File: config.mk
export PLATFORM = sky130hd
export DESIGN_NAME = frame_delta_spike_filter
export DESIGN_NICKNAME = d
export VERILOG_FILES = /design/src/fdsf_pkg.sv /design/src/fdsf_ram.sv /design/src/frame_delta_spike_filter.sv
export SDC_FILE = /design/constraint.sdc
export NUM_CORES = 1
export LEC_CHECK = 0
export BUFFER_PORTS_ARGS = -buffer_cell sky130_fd_sc_hd__clkbuf_2
export CAP_MARGIN = 20
export CORE_ASPECT_RATIO = 0.5
export CORE_MARGIN = 2
export CORE_UTILIZATION = 35
export DETAILED_ROUTE_END_ITERATION = 12
export SLEW_MARGIN = 20
export SYNTH_ARGS = -nofsm -noshare
export SYNTH_HDL_FRONTEND = slang
export SYNTH_SLANG_ARGS = --single-unit
File: constraint.sdc
create_clock -name clock -period 9.2 [get_ports clock]
set_input_delay 0.46 -clock clock [delete_from_list [all_inputs] [get_ports clock]]
set_output_delay 0.46 -clock clock [all_outputs]
set_load 0.05 [all_outputs]
File: src/fdsf_pkg.sv
`timescale 1ns / 1ps
`default_nettype none
// ----------------------------------------------------------------------------
// fdsf_pkg
// Shared widths and constants for the frame delta spike filter.
// ----------------------------------------------------------------------------
package fdsf_pkg;

   localparam int unsigned DATA_W        = 32;
   localparam int unsigned DEPTH_DEFAULT = 8;

   localparam logic [DATA_W-1:0] ALL_ONES = {DATA_W{1'b1}};

endpackage : fdsf_pkg
`default_nettype wire

File: src/fdsf_ram.sv
`timescale 1ns / 1ps
`default_nettype none
// ----------------------------------------------------------------------------
// fdsf_ram
// Generic simple dual-port RAM: one write port, one read port, registered read.
// ----------------------------------------------------------------------------
module fdsf_ram #(
   parameter int unsigned WIDTH = fdsf_pkg::DATA_W,
   parameter int unsigned DEPTH = fdsf_pkg::DEPTH_DEFAULT,
   localparam int unsigned AW   = (DEPTH > 1) ? $clog2(DEPTH) : 1
) (
   input  wire logic             clock,
   input  wire logic             wr_en,
   input  wire logic [AW-1:0]    wr_addr,
   input  wire logic [WIDTH-1:0] wr_data,
   input  wire logic             rd_en,
   input  wire logic [AW-1:0]    rd_addr,
   output      logic [WIDTH-1:0] rd_data
);

   logic [WIDTH-1:0] mem_ff [DEPTH];
   logic [WIDTH-1:0] rd_data_ff;

   always_ff @(posedge clock) begin
      if (wr_en) begin
         mem_ff[wr_addr] <= wr_data;
      end
      if (rd_en) begin
         rd_data_ff <= mem_ff[rd_addr];
      end
   end

   assign rd_data = rd_data_ff;

endmodule : fdsf_ram
`default_nettype wire

File: src/frame_delta_spike_filter.sv
`timescale 1ns / 1ps
`default_nettype none
// Steps: accept, scan for the window peak, drain, sum and write, decide into the
// result register. The scan is serial over the single read port of the window
// RAM, one entry per cycle; no new sample is taken until the decide step is done.
// A new sample is taken while the previous result still waits on rsp_stall.
// Reset (synchronous): carry and write position clear, every window entry is
// marked empty and reads as all ones; no clearing pass is needed.
// ----------------------------------------------------------------------------
// frame_delta_spike_filter
// Frame-time spike filter: sample plus carry is cut to the peak of the previous
// DEPTH raw samples, halved above twice it; the excess is carried to later frames.
// ----------------------------------------------------------------------------
module frame_delta_spike_filter #(
   parameter int unsigned DEPTH = fdsf_pkg::DEPTH_DEFAULT
) (
   input  wire logic                        clock,
   input  wire logic                        reset,
   input  wire logic                        req_valid,
   output      logic                        req_stall,
   input  wire logic [fdsf_pkg::DATA_W-1:0] req_delta_us,
   output      logic                        rsp_valid,
   input  wire logic                        rsp_stall,
   output      logic [fdsf_pkg::DATA_W-1:0] rsp_filtered_us
);

   localparam int unsigned IW = $clog2(DEPTH);
   localparam int unsigned DW = fdsf_pkg::DATA_W;
   localparam logic [IW-1:0] LAST_IDX = IW'(DEPTH - 1);

   typedef enum logic [2:0] {
      ST_IDLE,
      ST_SCAN,
      ST_DRAIN,
      ST_SUM,
      ST_DECIDE
   } state_type;

   state_type        state_ff;
   logic [IW-1:0]    cnt_ff;
   logic [IW-1:0]    wpos_ff;
   logic [DEPTH-1:0] filled_ff;
   logic             live_ff;        // read data from the RAM is due this cycle
   logic             live_filled_ff;
   logic [DW-1:0]    sample_ff;
   logic [DW-1:0]    peak_ff;
   logic [DW-1:0]    sum_ff;
   logic [DW-1:0]    carry_ff;
   logic             rsp_valid_ff;
   logic [DW-1:0]    rsp_data_ff;

   logic [DW-1:0]    rd_data;
   logic [DW-1:0]    entry;
   logic             req_fire;
   logic             out_free;
   logic [DW:0]      wide_sum;
   logic [DW-1:0]    sat_sum;
   logic             within_peak;
   logic             within_twice;

   fdsf_ram #(
      .WIDTH (DW),
      .DEPTH (DEPTH)
   ) u_window (
      .clock   (clock),
      .wr_en   (state_ff == ST_SUM),
      .wr_addr (wpos_ff),
      .wr_data (sample_ff),
      .rd_en   (state_ff == ST_SCAN),
      .rd_addr (cnt_ff),
      .rd_data (rd_data)
   );

   assign req_stall = (state_ff != ST_IDLE);
   assign req_fire  = req_valid && !req_stall;
   assign out_free  = !rsp_valid_ff || !rsp_stall;

   // an entry never written since reset reads as all ones
   assign entry = live_filled_ff ? rd_data : fdsf_pkg::ALL_ONES;

   assign wide_sum     = {1'b0, sample_ff} + {1'b0, carry_ff};
   assign sat_sum      = wide_sum[DW] ? fdsf_pkg::ALL_ONES : wide_sum[DW-1:0];
   assign within_peak  = (sum_ff <= peak_ff);
   assign within_twice = ({1'b0, sum_ff} <= {peak_ff, 1'b0});

   always_ff @(posedge clock) begin
      if (reset) begin
         state_ff       <= ST_IDLE;
         cnt_ff         <= '0;
         wpos_ff        <= '0;
         filled_ff      <= '0;
         live_ff        <= 1'b0;
         live_filled_ff <= 1'b0;
         carry_ff       <= '0;
         rsp_valid_ff   <= 1'b0;
      end else begin
         live_ff <= 1'b0;
         if (live_ff && (entry > peak_ff)) begin
            peak_ff <= entry;
         end
         if (rsp_valid_ff && !rsp_stall) begin
            rsp_valid_ff <= 1'b0;
         end

         unique case (state_ff)
            ST_IDLE: begin
               if (req_fire) begin
                  sample_ff <= req_delta_us;
                  peak_ff   <= '0;
                  cnt_ff    <= '0;
                  state_ff  <= ST_SCAN;
               end
            end
            ST_SCAN: begin
               live_ff        <= 1'b1;
               live_filled_ff <= filled_ff[cnt_ff];
               if (cnt_ff == LAST_IDX) begin
                  state_ff <= ST_DRAIN;
               end else begin
                  cnt_ff <= cnt_ff + 1'b1;
               end
            end
            ST_DRAIN: begin
               state_ff <= ST_SUM;
            end
            ST_SUM: begin
               sum_ff             <= sat_sum;
               filled_ff[wpos_ff] <= 1'b1;
               wpos_ff            <= (wpos_ff == LAST_IDX) ? '0 : wpos_ff + 1'b1;
               state_ff           <= ST_DECIDE;
            end
            ST_DECIDE: begin
               if (out_free) begin
                  rsp_valid_ff <= 1'b1;
                  if (within_peak) begin
                     carry_ff    <= '0;
                     rsp_data_ff <= sum_ff;
                  end else if (within_twice) begin
                     carry_ff    <= sum_ff - peak_ff;
                     rsp_data_ff <= peak_ff;
                  end else begin
                     carry_ff    <= sum_ff >> 1;
                     rsp_data_ff <= sum_ff >> 1;
                  end
                  state_ff <= ST_IDLE;
               end
            end
            default: begin
               state_ff <= ST_IDLE;
            end
         endcase
      end
   end

   assign rsp_valid       = rsp_valid_ff;
   assign rsp_filtered_us = rsp_data_ff;

   // a result appears only out of the decide step
   a_rsp_from_decide: assert property (@(posedge clock) disable iff (reset)
      $rose(rsp_valid_ff) |-> $past(state_ff == ST_DECIDE))
      else $error("result raised outside decide step");

   // an accepted beat starts the window scan at entry zero
   a_accept_scans: assert property (@(posedge clock) disable iff (reset)
      req_fire |=> (state_ff == ST_SCAN) && (cnt_ff == '0))
      else $error("accepted beat did not start the scan");

   // a pass-through result clears the carry
   a_carry_clears: assert property (@(posedge clock) disable iff (reset)
      (state_ff == ST_DECIDE) && out_free && within_peak |=> (carry_ff == '0))
      else $error("carry not cleared on pass-through");

   // the decide step never overwrites a result still held by the sink
   a_no_overwrite: assert property (@(posedge clock) disable iff (reset)
      rsp_valid_ff && rsp_stall && (state_ff == ST_DECIDE) |=> $stable(rsp_data_ff))
      else $error("pending result overwritten");

   // write position stays inside the ring
   a_wpos_range: assert property (@(posedge clock) disable iff (reset)
      wpos_ff <= LAST_IDX)
      else $error("write position out of range");

endmodule : frame_delta_spike_filter
`default_nettype wire

==> key figures, run 1 <==
Logic synthesis
  • EDFF count, synth: 416
  • Top cell type's share of synthesized area: 54.5%
  • Top post-synthesis cells by count: edfxtp_1 (416), ha_1 (131), nand2_1 (122), nor2_1 (122), a21oi_1 (101)
  • Mapped Area: 0.0229 mm2
  • Main combinational cell family by area after synthesis: multiplexers
  • Post-synthesis sequential area ratio: 59.1%
  • Post-Synth XOR/XNOR Area: 1.95%
  • Netlist cell types: 73
  • Post-synthesis net count: 1,870
  • Cells after synthesis: 1,701
  • Ys async rst share: 0%
  • Count leader, synth: edfxtp_1
  • Top FF cell, synth: edfxtp_1
  • Post-synthesis simple-gate area fraction: 8.43%
  • Top cell type by total area after synthesis: edfxtp_1
  • Multiplexer share of the synthesized area: 12.0%
  • Complex-gate fraction of the synthesized area: 8.85%
  • Area contributors post-synth: edfxtp_1 (55%), ha_1 (7.2%), mux4_2 (6.5%), dfxtp_1 (4.5%), mux2i_1 (3.8%)
  • Synthesis Warnings: 0
  • Syn avg cell area: 13.5 um2
  • Post-Synth Adder-Cell Area: 7.33%
  • Synth Register Bits: 468

Global route
  • Global-route met3 utilization: 2.16%
  • Routing usage on met2: 24.5%
  • Wire length of the first global-routing pass: 82,900 um
  • Via count of the first global-routing pass: 13.5k
  • Layer with the highest usage: met1
  • Global route overflow: 0
  • Largest net degree at the start of global routing: 64
  • Initial antenna violation count: 0
  • GRT Overall Usage: 16.1%
  • GR Util met1: 24.6%

Timing
  • Clock Skews: 0.0217 ns
  • Worst Slack Setup Final: 5.13 ns
  • Final Max Tran Viols: 0
  • Finish-stage setup viols: 0
  • Slew headroom: 30.3%
  • Min Tclk post-route: 4.07 ns
  • Max Clock Freq: 0.246 GHz
  • WHS: 0.0709 ns
  • Total negative slack: 0 ns
  • Worst slew pin tran: 1.04 ns
  • RSZ-0062 raised after global routing: false
  • Final Hold Fails: 0
  • Fin crit share: 44.2%

Power
  • Combinational share of power: 9.6%
  • Pwr dens: 180 mW/mm2
  • Switching Share: 23.7%
  • Clk pwr share: 38.8%
  • Int Pwr: 3.53 mW
  • Sw Pwr: 1.10 mW
  • Seq pwr share: 51.6%
  • Peak supply drop: 0.000145 V
  • Leak pwr: 9.19 nW

Floorplan
  • Rows: 66
  • Die area: 0.0676 mm2
  • Core Area: 0.0648 mm2
  • Die Ht: 185 um
  • I/O pins: 70
  • Initial Utilization: 35.3%
  • Width of the die: 366 um

Placed design
  • Detailed placer's ending HPWL: 37,900 um
  • Post-Place Worst Slack: 5.14 ns
  • Placer's final routability congestion estimate: 0.896
  • Placed cell count: 2,608
  • I/O Buffers: 69

Worst setup path
  • Worst Path Arrival: 4.49 ns
  • Worst-path fanout max: 63
  • Slowest stage cell, crit path: buf_4
  • Reg2Reg Launch Point: sum_ff[5]
  • Max incr delay on CP: 0.56 ns
  • Worst Setup End Kind: register
  • Crit path launch type: register
  • Flop2flop setup slack: 5.13 ns
  • Crit-path cells: ha_1 -> a211oi_1 -> nor3b_1 -> a211oi_2 -> o211ai_1 -> o21ai_1 -> a2bb2oi_4 -> buf_4 -> nand2b_1 -> o21ai_0
  • WS Path Type: reg2reg
  • Register-to-Register Path Depth: 10
  • Data required, critical path: 9.63 ns
  • RR Endpoint: carry_ff[22]

Route
  • Remaining antenna violation count after routing: 0
  • Via Count: 14.1k
  • Initial DRC Count: 1,128
  • Vias per cell: 5.22
  • Drt wl/cell: 20.5 um
  • DRC violations left: 0
  • Detailed Routing Iterations Pass 1: 5
  • Wirelength, routed: 55,300 um

Cells and area
  • Fin cells: 2,692
  • Layout cells sized above 1: 16.2%
  • Fin nets: 1,941
  • Multi-input logic area: 0.00892 mm2
  • N_diodes: 0
  • Fillers: 6,024
  • FF/Latch Area: 0.0135 mm2
  • Area growth, synth to finish: 12.3%

Clock network
  • H-Tree Level Count: 2
  • Root Driver: clkbuf_16
  • Worst skew pair latency: 0.57 ns
  • Worst-path clk slew: 0.06 ns
  • Post-CTS resize count: 0
  • Clk buf depth: 3
  • Clk sink count: 468
  • CTS tree: built
  • CTS Buf Count: 45
  • CTS Hold Bufs: 0
  • Setup bufs post-CTS: 0

Outcome
  • Status: complete, no violations

Job
  • Max-cap viol count: 0

Hold path
  • Hold worst-path end: sample_ff[23]
  • Hold path cells: 1
  • Tightest Hold Check Type: in2reg
  • Hold Path Origin: req_delta_us[23]
==> per-stage QoR <==
stage                     instance area, um2  util, %  total power [mW]
after floorplan                        22900        -              2.74
after global placement                 24300     37.5              2.87
after detailed placement               24300     37.5              2.87
after CTS                              25700     39.6              4.66
after global routing                   25700     39.7              4.80
final                                  25700     39.7              4.63
==> worst max-delay path by stage <==
| stage | start | endpoint | cells after the start |
|---|---|---|---|
| after floorplan | state_ff[0] | u_window.mem_ff[0][0] | 4 |
| after global placement | sum_ff[5] | carry_ff[27] | 10 |
| after detailed placement | sum_ff[5] | carry_ff[21] | 10 |
| after CTS | sum_ff[5] | carry_ff[17] | 10 |
| after global routing | peak_ff[5] | carry_ff[24] | 11 |
| final | sum_ff[5] | carry_ff[22] | 10 |
==> cell families (layout without fill, tap and decap cells) <==
group                    count (synthesis)  in the layout
AND/OR/NAND/NOR                        414            414
multiplexers                           188            188
AO/OA/AOI/OAI                          322            322
XOR/XNOR                                51             51
flip-flops                             468            468
adder cells (fa/ha/maj)                133            133
buffers and inverters                  125            232
==> metal layers <==
metal / up-vias / share of wire (%)
li1: 6637 / -
met1: 6980 / 50
met2: 377 / 43
met3: 67 / 5.6
met4: 0 / 1.5
met5: - / 0
==> worst max-delay path, delay by kind of cell, from the launching register on <==
family,cells,cell delay (ns)
buffers and inverters,1,0.56
adders and majority gates,1,0.40
and+or+nand+nor,2,0.61
AOI/OAI and AO/OA,6,1.84
DFF,1,0.46
==> power by group through the flow <==
stage | registers [mW] | clock network [mW] | logic [mW]
after floorplan | 2.41 | 0 | 0.329
after CTS | 2.39 | 1.83 | 0.443
after global placement | 2.43 | 0 | 0.438
after global routing | 2.39 | 1.92 | 0.490
final | 2.39 | 1.80 | 0.445
after detailed placement | 2.43 | 0 | 0.440
==> cells in the final DEF (no fill, tap or decap), types with 6 or more instances in the layout <==
master,n
ha_1,131
xnor2_1,26
o211ai_1,6
clkbuf_1,17
inv_1,57
nand2_1,122
buf_4,22
mux4_2,66
o21a_1,13
nor2_1,117
nand2_2,10
a21o_1,37
clkbuf_16,45
nor3_1,28
nor2b_1,13
xor2_1,25
a21oi_1,100
dfxtp_1,49
a211oi_1,11
a22oi_1,6
nand3_1,23
mux2i_1,86
edfxtp_1,416
nand2b_1,39
o21ai_0,84
clkbuf_2,69
nand4_1,25
clkinv_1,6
o21bai_1,12
mux2_2,35
==> area by class of cell <==
type                            instances  area share (%)
Sequential cell                       468            52.6
Multi-Input combinational cell       1108            34.7
Clock buffer                           66            4.84
Tap cell                              884            4.30
Timing Repair Buffer                   92            2.06
Inverter                               57           0.832
Clock inverter                         17           0.647
==> flip-flops by register name, indices dropped and copies added (netlist names) <==
| register | flops |
|---|---|
| sum_ff | 32 |
| sample_ff | 32 |
| rsp_filtered_us | 32 |
| filled_ff | 8 |
| cnt_ff | 3 |
| u_window.mem_ff | 256 |
| u_window.rd_data | 32 |
| rsp_valid | 1 |
| peak_ff | 32 |
| live_filled_ff | 1 |
| state_ff | 3 |
| carry_ff | 32 |
| wpos_ff | 3 |
| live_ff | 1 |
Note: power is estimated with default switching activity, not from simulation.
==> run 2: changes to the inputs <==
==> constraint.sdc (replaced) <==
create_clock -name clock -period 3.3 [get_ports clock]
set_input_delay 0.165 -clock clock [delete_from_list [all_inputs] [get_ports clock]]
set_output_delay 0.165 -clock clock [all_outputs]
set_load 0.05 [all_outputs]
==> key figures, run 2 (synthesized netlist as in run 1, its figures left out) <==
Outcome
  • Status: complete, no violations

Floorplan
  • Die area: 0.0676 mm2
  • Initial Utilization: 35.3%
  • Die Ht: 185 um
  • Rows: 66
  • I/O pins: 70
  • Width of the die: 366 um
  • Core Area: 0.0648 mm2

Cells and area
  • Commonest cells after routing, fill and taps aside: edfxtp_1 (416), ha_1 (130), nand2_1 (122), nor2_1 (117), a21oi_1 (99)
  • Final core occ: 41.6%
  • Layout cells sized above 1: 20.2%
  • Area growth, synth to finish: 17.8%
  • Fin nets: 2,054
  • Most common cell after layout, fill and taps aside: edfxtp_1
  • Top reg by flops: u_window.mem_ff
  • Fin cells: 2,805
  • Max reg flops: 256
  • Fillers: 5,944
  • Final instance area: 0.0270 mm2

Placed design
  • I/O Buffers: 69
  • Detailed placer's ending HPWL: 40,200 um
  • Post-Place Worst Slack: 0.0615 ns
  • Placer's final routability congestion estimate: 0.902
  • Placed cell count: 2,683
  • Placed cell area: 0.0250 mm2

Clock network
  • Clk buf depth: 3
  • CTS tree: built
  • Root Driver: clkbuf_16
  • Clk sink count: 468
  • Worst skew pair latency: 0.59 ns
  • Worst-path clk slew: 0.07 ns
  • H-Tree Level Count: 2
  • CTS Buf Count: 46

Timing
  • Final Max Tran Viols: 0
  • Finish-stage setup viols: 0
  • Slew headroom: 58.3%
  • Min Tclk post-route: 3.14 ns
  • Worst slew pin tran: 0.624 ns
  • Worst Slack Setup Final: 0.165 ns
  • Fin crit share: 95.0%
  • Clock Skews: 0.0329 ns
  • Max Clock Freq: 0.319 GHz
  • Final Hold Fails: 0

Worst setup path
  • Most frequent CP cell: a21oi_2
  • Crit-path cells: ha_1 -> a211oi_2 -> nor2_1 -> a221o_1 -> a21oi_2 -> o311ai_4 -> a311o_1 -> a21oi_2 -> o31a_4 -> buf_12 -> o21ai_0
  • Worst Setup End Kind: register
  • Crit path launch type: register
  • Worst-path fanout max: 27
  • Data required, critical path: 3.61 ns
  • Slowest stage cell, crit path: edfxtp_1
  • WS Path Type: reg2reg
  • Max incr delay on CP: 0.42 ns
  • Worst Path Arrival: 3.45 ns

Global route
  • Via count of the first global-routing pass: 14.0k
  • Global route overflow: 0
  • GRT Overall Usage: 16.6%
  • Initial antenna violation count: 8
  • Wire length of the first global-routing pass: 85,600 um
  • Largest net degree at the start of global routing: 41

Power
  • Sw Pwr: 3.13 mW
  • Seq pwr share: 49.8%
  • Peak supply drop: 0.000283 V
  • Leak pwr: 9.88 nW
  • Int Pwr: 10.2 mW
  • Combinational share of power: 10.0%
  • Pwr dens: 495 mW/mm2
  • Switching Share: 23.4%
  • Total power: 13.4 mW
  • Clk pwr share: 40.2%

Route
  • Wirelength, routed: 56,900 um
  • Vias per cell: 5.14
  • DRC violations left: 0
  • Remaining antenna violation count after routing: 0
  • Detailed Routing Iterations Pass 1: 5
  • Via Count: 14.4k
  • Drt wl/cell: 20.3 um
  • Initial DRC Count: 1,402

Hold path
  • Tightest Hold Check Type: in2reg

Job
  • Max-cap viol count: 0
==> run 2: critical path, delay by kind of cell, from the launching register on <==
kind                       cells  cell delay, ns
AOI/OAI and AO/OA              8            1.77
adders and majority gates      1            0.38
buffers and inverters          1            0.18
and+or+nand+nor                1            0.09
DFF                            1            0.42
==> run 2: power groups by stage <==
stage | Clock, mW | Sequential, mW | Combinational [mW]
floorplan | 0 | 6.72 | 0.917
global placement | 0 | 6.78 | 1.28
detailed placement | 0 | 6.78 | 1.29
CTS | 5.49 | 6.66 | 1.33
global route | 5.71 | 6.67 | 1.48
finish | 5.37 | 6.66 | 1.33
==> run 2: path summary, 6_finish.rpt <==
path	startpoint	to	slack, ns	cells after the start
max	sample_ff[17]	sum_ff[2]	0.16	11
min	reset	state_ff[2]	0.13	2
max reg2reg	sample_ff[17]	sum_ff[2]	0.16	11
min reg2reg	filled_ff[7]	filled_ff[7]	0.47	2
==> run 2: metrics by stage <==
stage | setup TNS [ns] | hold WS [ns]
after global routing | -0.00492 | 0.134
after detailed placement | 0 | 0.344
after floorplan | -30.91 | 0.264
after CTS | 0 | 0.104
final | 0 | 0.125
after global placement | 0 | 0.342
==> run 2: metal layers <==
metal | global-route usage (%) | up-vias | wire length [um]
met3 | 2.83 | 64 | 3830
met1 | 25.6 | 7094 | 28300
met2 | 24.4 | 386 | 23900
li1 | - | 6860 | -
met5 | 0 | - | 4
met4 | 3.49 | 2 | 839
==> run 2: layout make-up <==
class                      count  area (um2)  area share, %
antenna                        2        5.00         0.0185
clock buffer                  58        1280           4.74
clock inverter                24         265          0.983
inverter                      57         214          0.793
multi-input combinational   1108        8980           33.3
sequential                   468       13500           50.2
tap                          884        1110           4.10
timing repair buffer         204        1600           5.92
==> run 2: repair_timing <==
action	in CTS	in global routing
hold endpoints to repair	35	0
hold buffers	34	0
setup buffers	0	4
setup endpoints to repair	0	58
resized for setup	0	11
==> run 3: changes to the inputs <==
--- a/config.mk
+++ b/config.mk
@@ -10,6 +10,7 @@
 export CORE_ASPECT_RATIO = 0.5
 export CORE_MARGIN = 2
 export CORE_UTILIZATION = 35
+export CTS_BUF_LIST = sky130_fd_sc_hd__clkbuf_2 sky130_fd_sc_hd__clkbuf_4 sky130_fd_sc_hd__clkbuf_8
 export DETAILED_ROUTE_END_ITERATION = 12
 export SLEW_MARGIN = 20
 export SYNTH_ARGS = -nofsm -noshare
==> key figures, run 3 (synthesized netlist as in run 1, its figures left out) <==
Outcome
  • Status: complete, no violations

Floorplan
  • Die Ht: 185 um
  • Rows: 66
  • Initial Utilization: 35.3%
  • Die area: 0.0676 mm2
  • I/O pins: 70
  • Width of the die: 366 um
  • Core Area: 0.0648 mm2

Cells and area
  • Max reg flops: 256
  • Layout cells sized above 1: 22.3%
  • Area growth, synth to finish: 17.9%
  • Commonest cells after routing, fill and taps aside: edfxtp_1 (416), ha_1 (130), nand2_1 (122), nor2_1 (117), a21oi_1 (99)
  • Fillers: 5,942
  • Fin nets: 2,082
  • Final core occ: 41.7%
  • Top reg by flops: u_window.mem_ff
  • Most common cell after layout, fill and taps aside: edfxtp_1
  • Fin cells: 2,858

Timing
  • Worst slew pin tran: 0.603 ns
  • Worst Slack Setup Final: 0.159 ns
  • Fin crit share: 95.2%
  • Final Max Tran Viols: 0
  • Max Clock Freq: 0.318 GHz
  • Final Hold Fails: 0
  • Finish-stage setup viols: 0
  • Min Tclk post-route: 3.14 ns
  • Slew headroom: 59.7%
  • Total negative slack: 0 ns
  • Clock Skews: 0.0257 ns

Worst setup path
  • Worst Setup End Kind: register
  • Crit path launch type: register
  • Crit path launch: peak_ff[5]
  • Flop2flop setup slack: 0.16 ns
  • Data required, critical path: 3.66 ns
  • Max incr delay on CP: 0.42 ns
  • Crit-path cells: inv_1 -> ha_1 -> a211oi_1 -> nor3b_1 -> a211oi_2 -> o211ai_1 -> o21ai_2 -> a2bb2oi_4 -> buf_4 -> o21ai_0
  • Worst Path Arrival: 3.50 ns
  • RR Endpoint: rsp_filtered_us[29]
  • Slowest stage cell, crit path: edfxtp_1
  • Worst-path fanout max: 20
  • WS Path Type: reg2reg
  • Register-to-Register Path Depth: 10
  • Crit path to: rsp_filtered_us[29]
  • Reg2Reg Launch Point: peak_ff[5]

Clock network
  • CTS Buf Count: 73
  • Root Driver: clkbuf_8
  • CTS tree: built
  • Worst skew pair latency: 0.66 ns
  • Clk buf depth: 3
  • H-Tree Level Count: 3
  • Worst-path clk slew: 0.07 ns
  • Clk sink count: 468

Route
  • Remaining antenna violation count after routing: 0
  • Initial DRC Count: 1,376
  • Vias per cell: 5.10
  • Via Count: 14.6k
  • Drt wl/cell: 20.0 um
  • Detailed Routing Iterations Pass 1: 5
  • DRC violations left: 0
  • Wirelength, routed: 57,200 um

Power
  • Peak supply drop: 0.000219 V
  • Leak pwr: 9.93 nW
  • Pwr dens: 486 mW/mm2
  • Combinational share of power: 10.2%
  • Int Pwr: 9.99 mW
  • Sw Pwr: 3.15 mW
  • Clk pwr share: 39.2%
  • Seq pwr share: 50.7%
  • Switching Share: 23.9%
  • Total power: 13.1 mW

Placed design
  • Placer's final routability congestion estimate: 0.902
  • Detailed placer's ending HPWL: 40,200 um
  • Post-Place Worst Slack: 0.0615 ns
  • Placed cell count: 2,683
  • I/O Buffers: 69

Global route
  • Via count of the first global-routing pass: 14.3k
  • Initial antenna violation count: 9
  • GRT Overall Usage: 16.8%
  • Largest net degree at the start of global routing: 41
  • Wire length of the first global-routing pass: 85,900 um
  • Global route overflow: 0

Job
  • Max-cap viol count: 0

Hold path
  • Tightest Hold Check Type: in2reg
[run 3: cell count changes in the layout (fill, tap and decap cells not counted), moves of 2 or more]
cell and delta:
clkbuf_4 +28, clkinv_8 +3, clkinv_1 +8, clkinv_2 -6
clkbuf_8 +76, clkbuf_16 -49, clkinvlp_4 +2, clkbuf_1 -7
[run 3: layer usage]
| metal | global-route usage [%] | vias to the layer above | part of all wire [%] |
|---|---|---|---|
| met1 | 25.3 | 7162 | 49 |
| li1 | - | 6929 | - |
| met3 | 3.75 | 77 | 7.5 |
| met4 | 4.17 | 2 | 1.6 |
| met2 | 24.4 | 400 | 42 |
| met5 | 0 | - | 0.031 |
[run 3: through the flow]
step,hold WS (ns),area [um2]
after floorplan,0.264,22900
after global placement,0.342,25000
after detailed placement,0.344,25000
after CTS,0.00603,26900
after global routing,0.0299,27000
final,0.0642,27000
[run 3: worst min path at each step]
stage	from	endpoint	slack, ns	cells past startpoint
floorplan	req_delta_us[0]	sample_ff[0]	0.26	0
global placement	req_delta_us[22]	sample_ff[22]	0.34	1
detailed placement	req_delta_us[27]	sample_ff[27]	0.34	1
CTS	reset	state_ff[2]	0.006	2
global route	reset	filled_ff[3]	0.03	2
finish	reset	cnt_ff[2]	0.06	2
[run 3: cell type report]
type                       instances  area, um2  area share (%)
timing repair buffer             205       1610            5.94
antenna                            2       5.00          0.0185
clock buffer                     106       1280            4.75
multi-input combinational       1108       8980            33.2
clock inverter                    28        273            1.01
tap                              884       1110            4.10
inverter                          57        214           0.792
sequential                       468      13500            50.1
[run 3: power by group through the flow]
stage,sequential (mW),clock [mW],combinational (mW)
floorplan,6.72,0,0.917
CTS,6.66,5.29,1.33
finish,6.66,5.15,1.34
global placement,6.78,0,1.28
detailed placement,6.78,0,1.29
global route,6.67,5.53,1.48
[run 3: critical path, delay by kind of cell (launching register included)]
family / cells / cell delay, ns
AO/OA/AOI/OAI: 6 / 1.53
buffers and inverters: 2 / 0.46
AND/OR/NAND/NOR: 1 / 0.10
flip-flops: 1 / 0.42
adder cells (fa/ha/maj): 1 / 0.33
[run 3: what timing repair did]
action,in CTS,in global routing
setup endpoints to repair,0,62
resized for setup,0,11
setup buffers,0,5
endpoints found under the hold margin,35,0
hold buffers,34,0
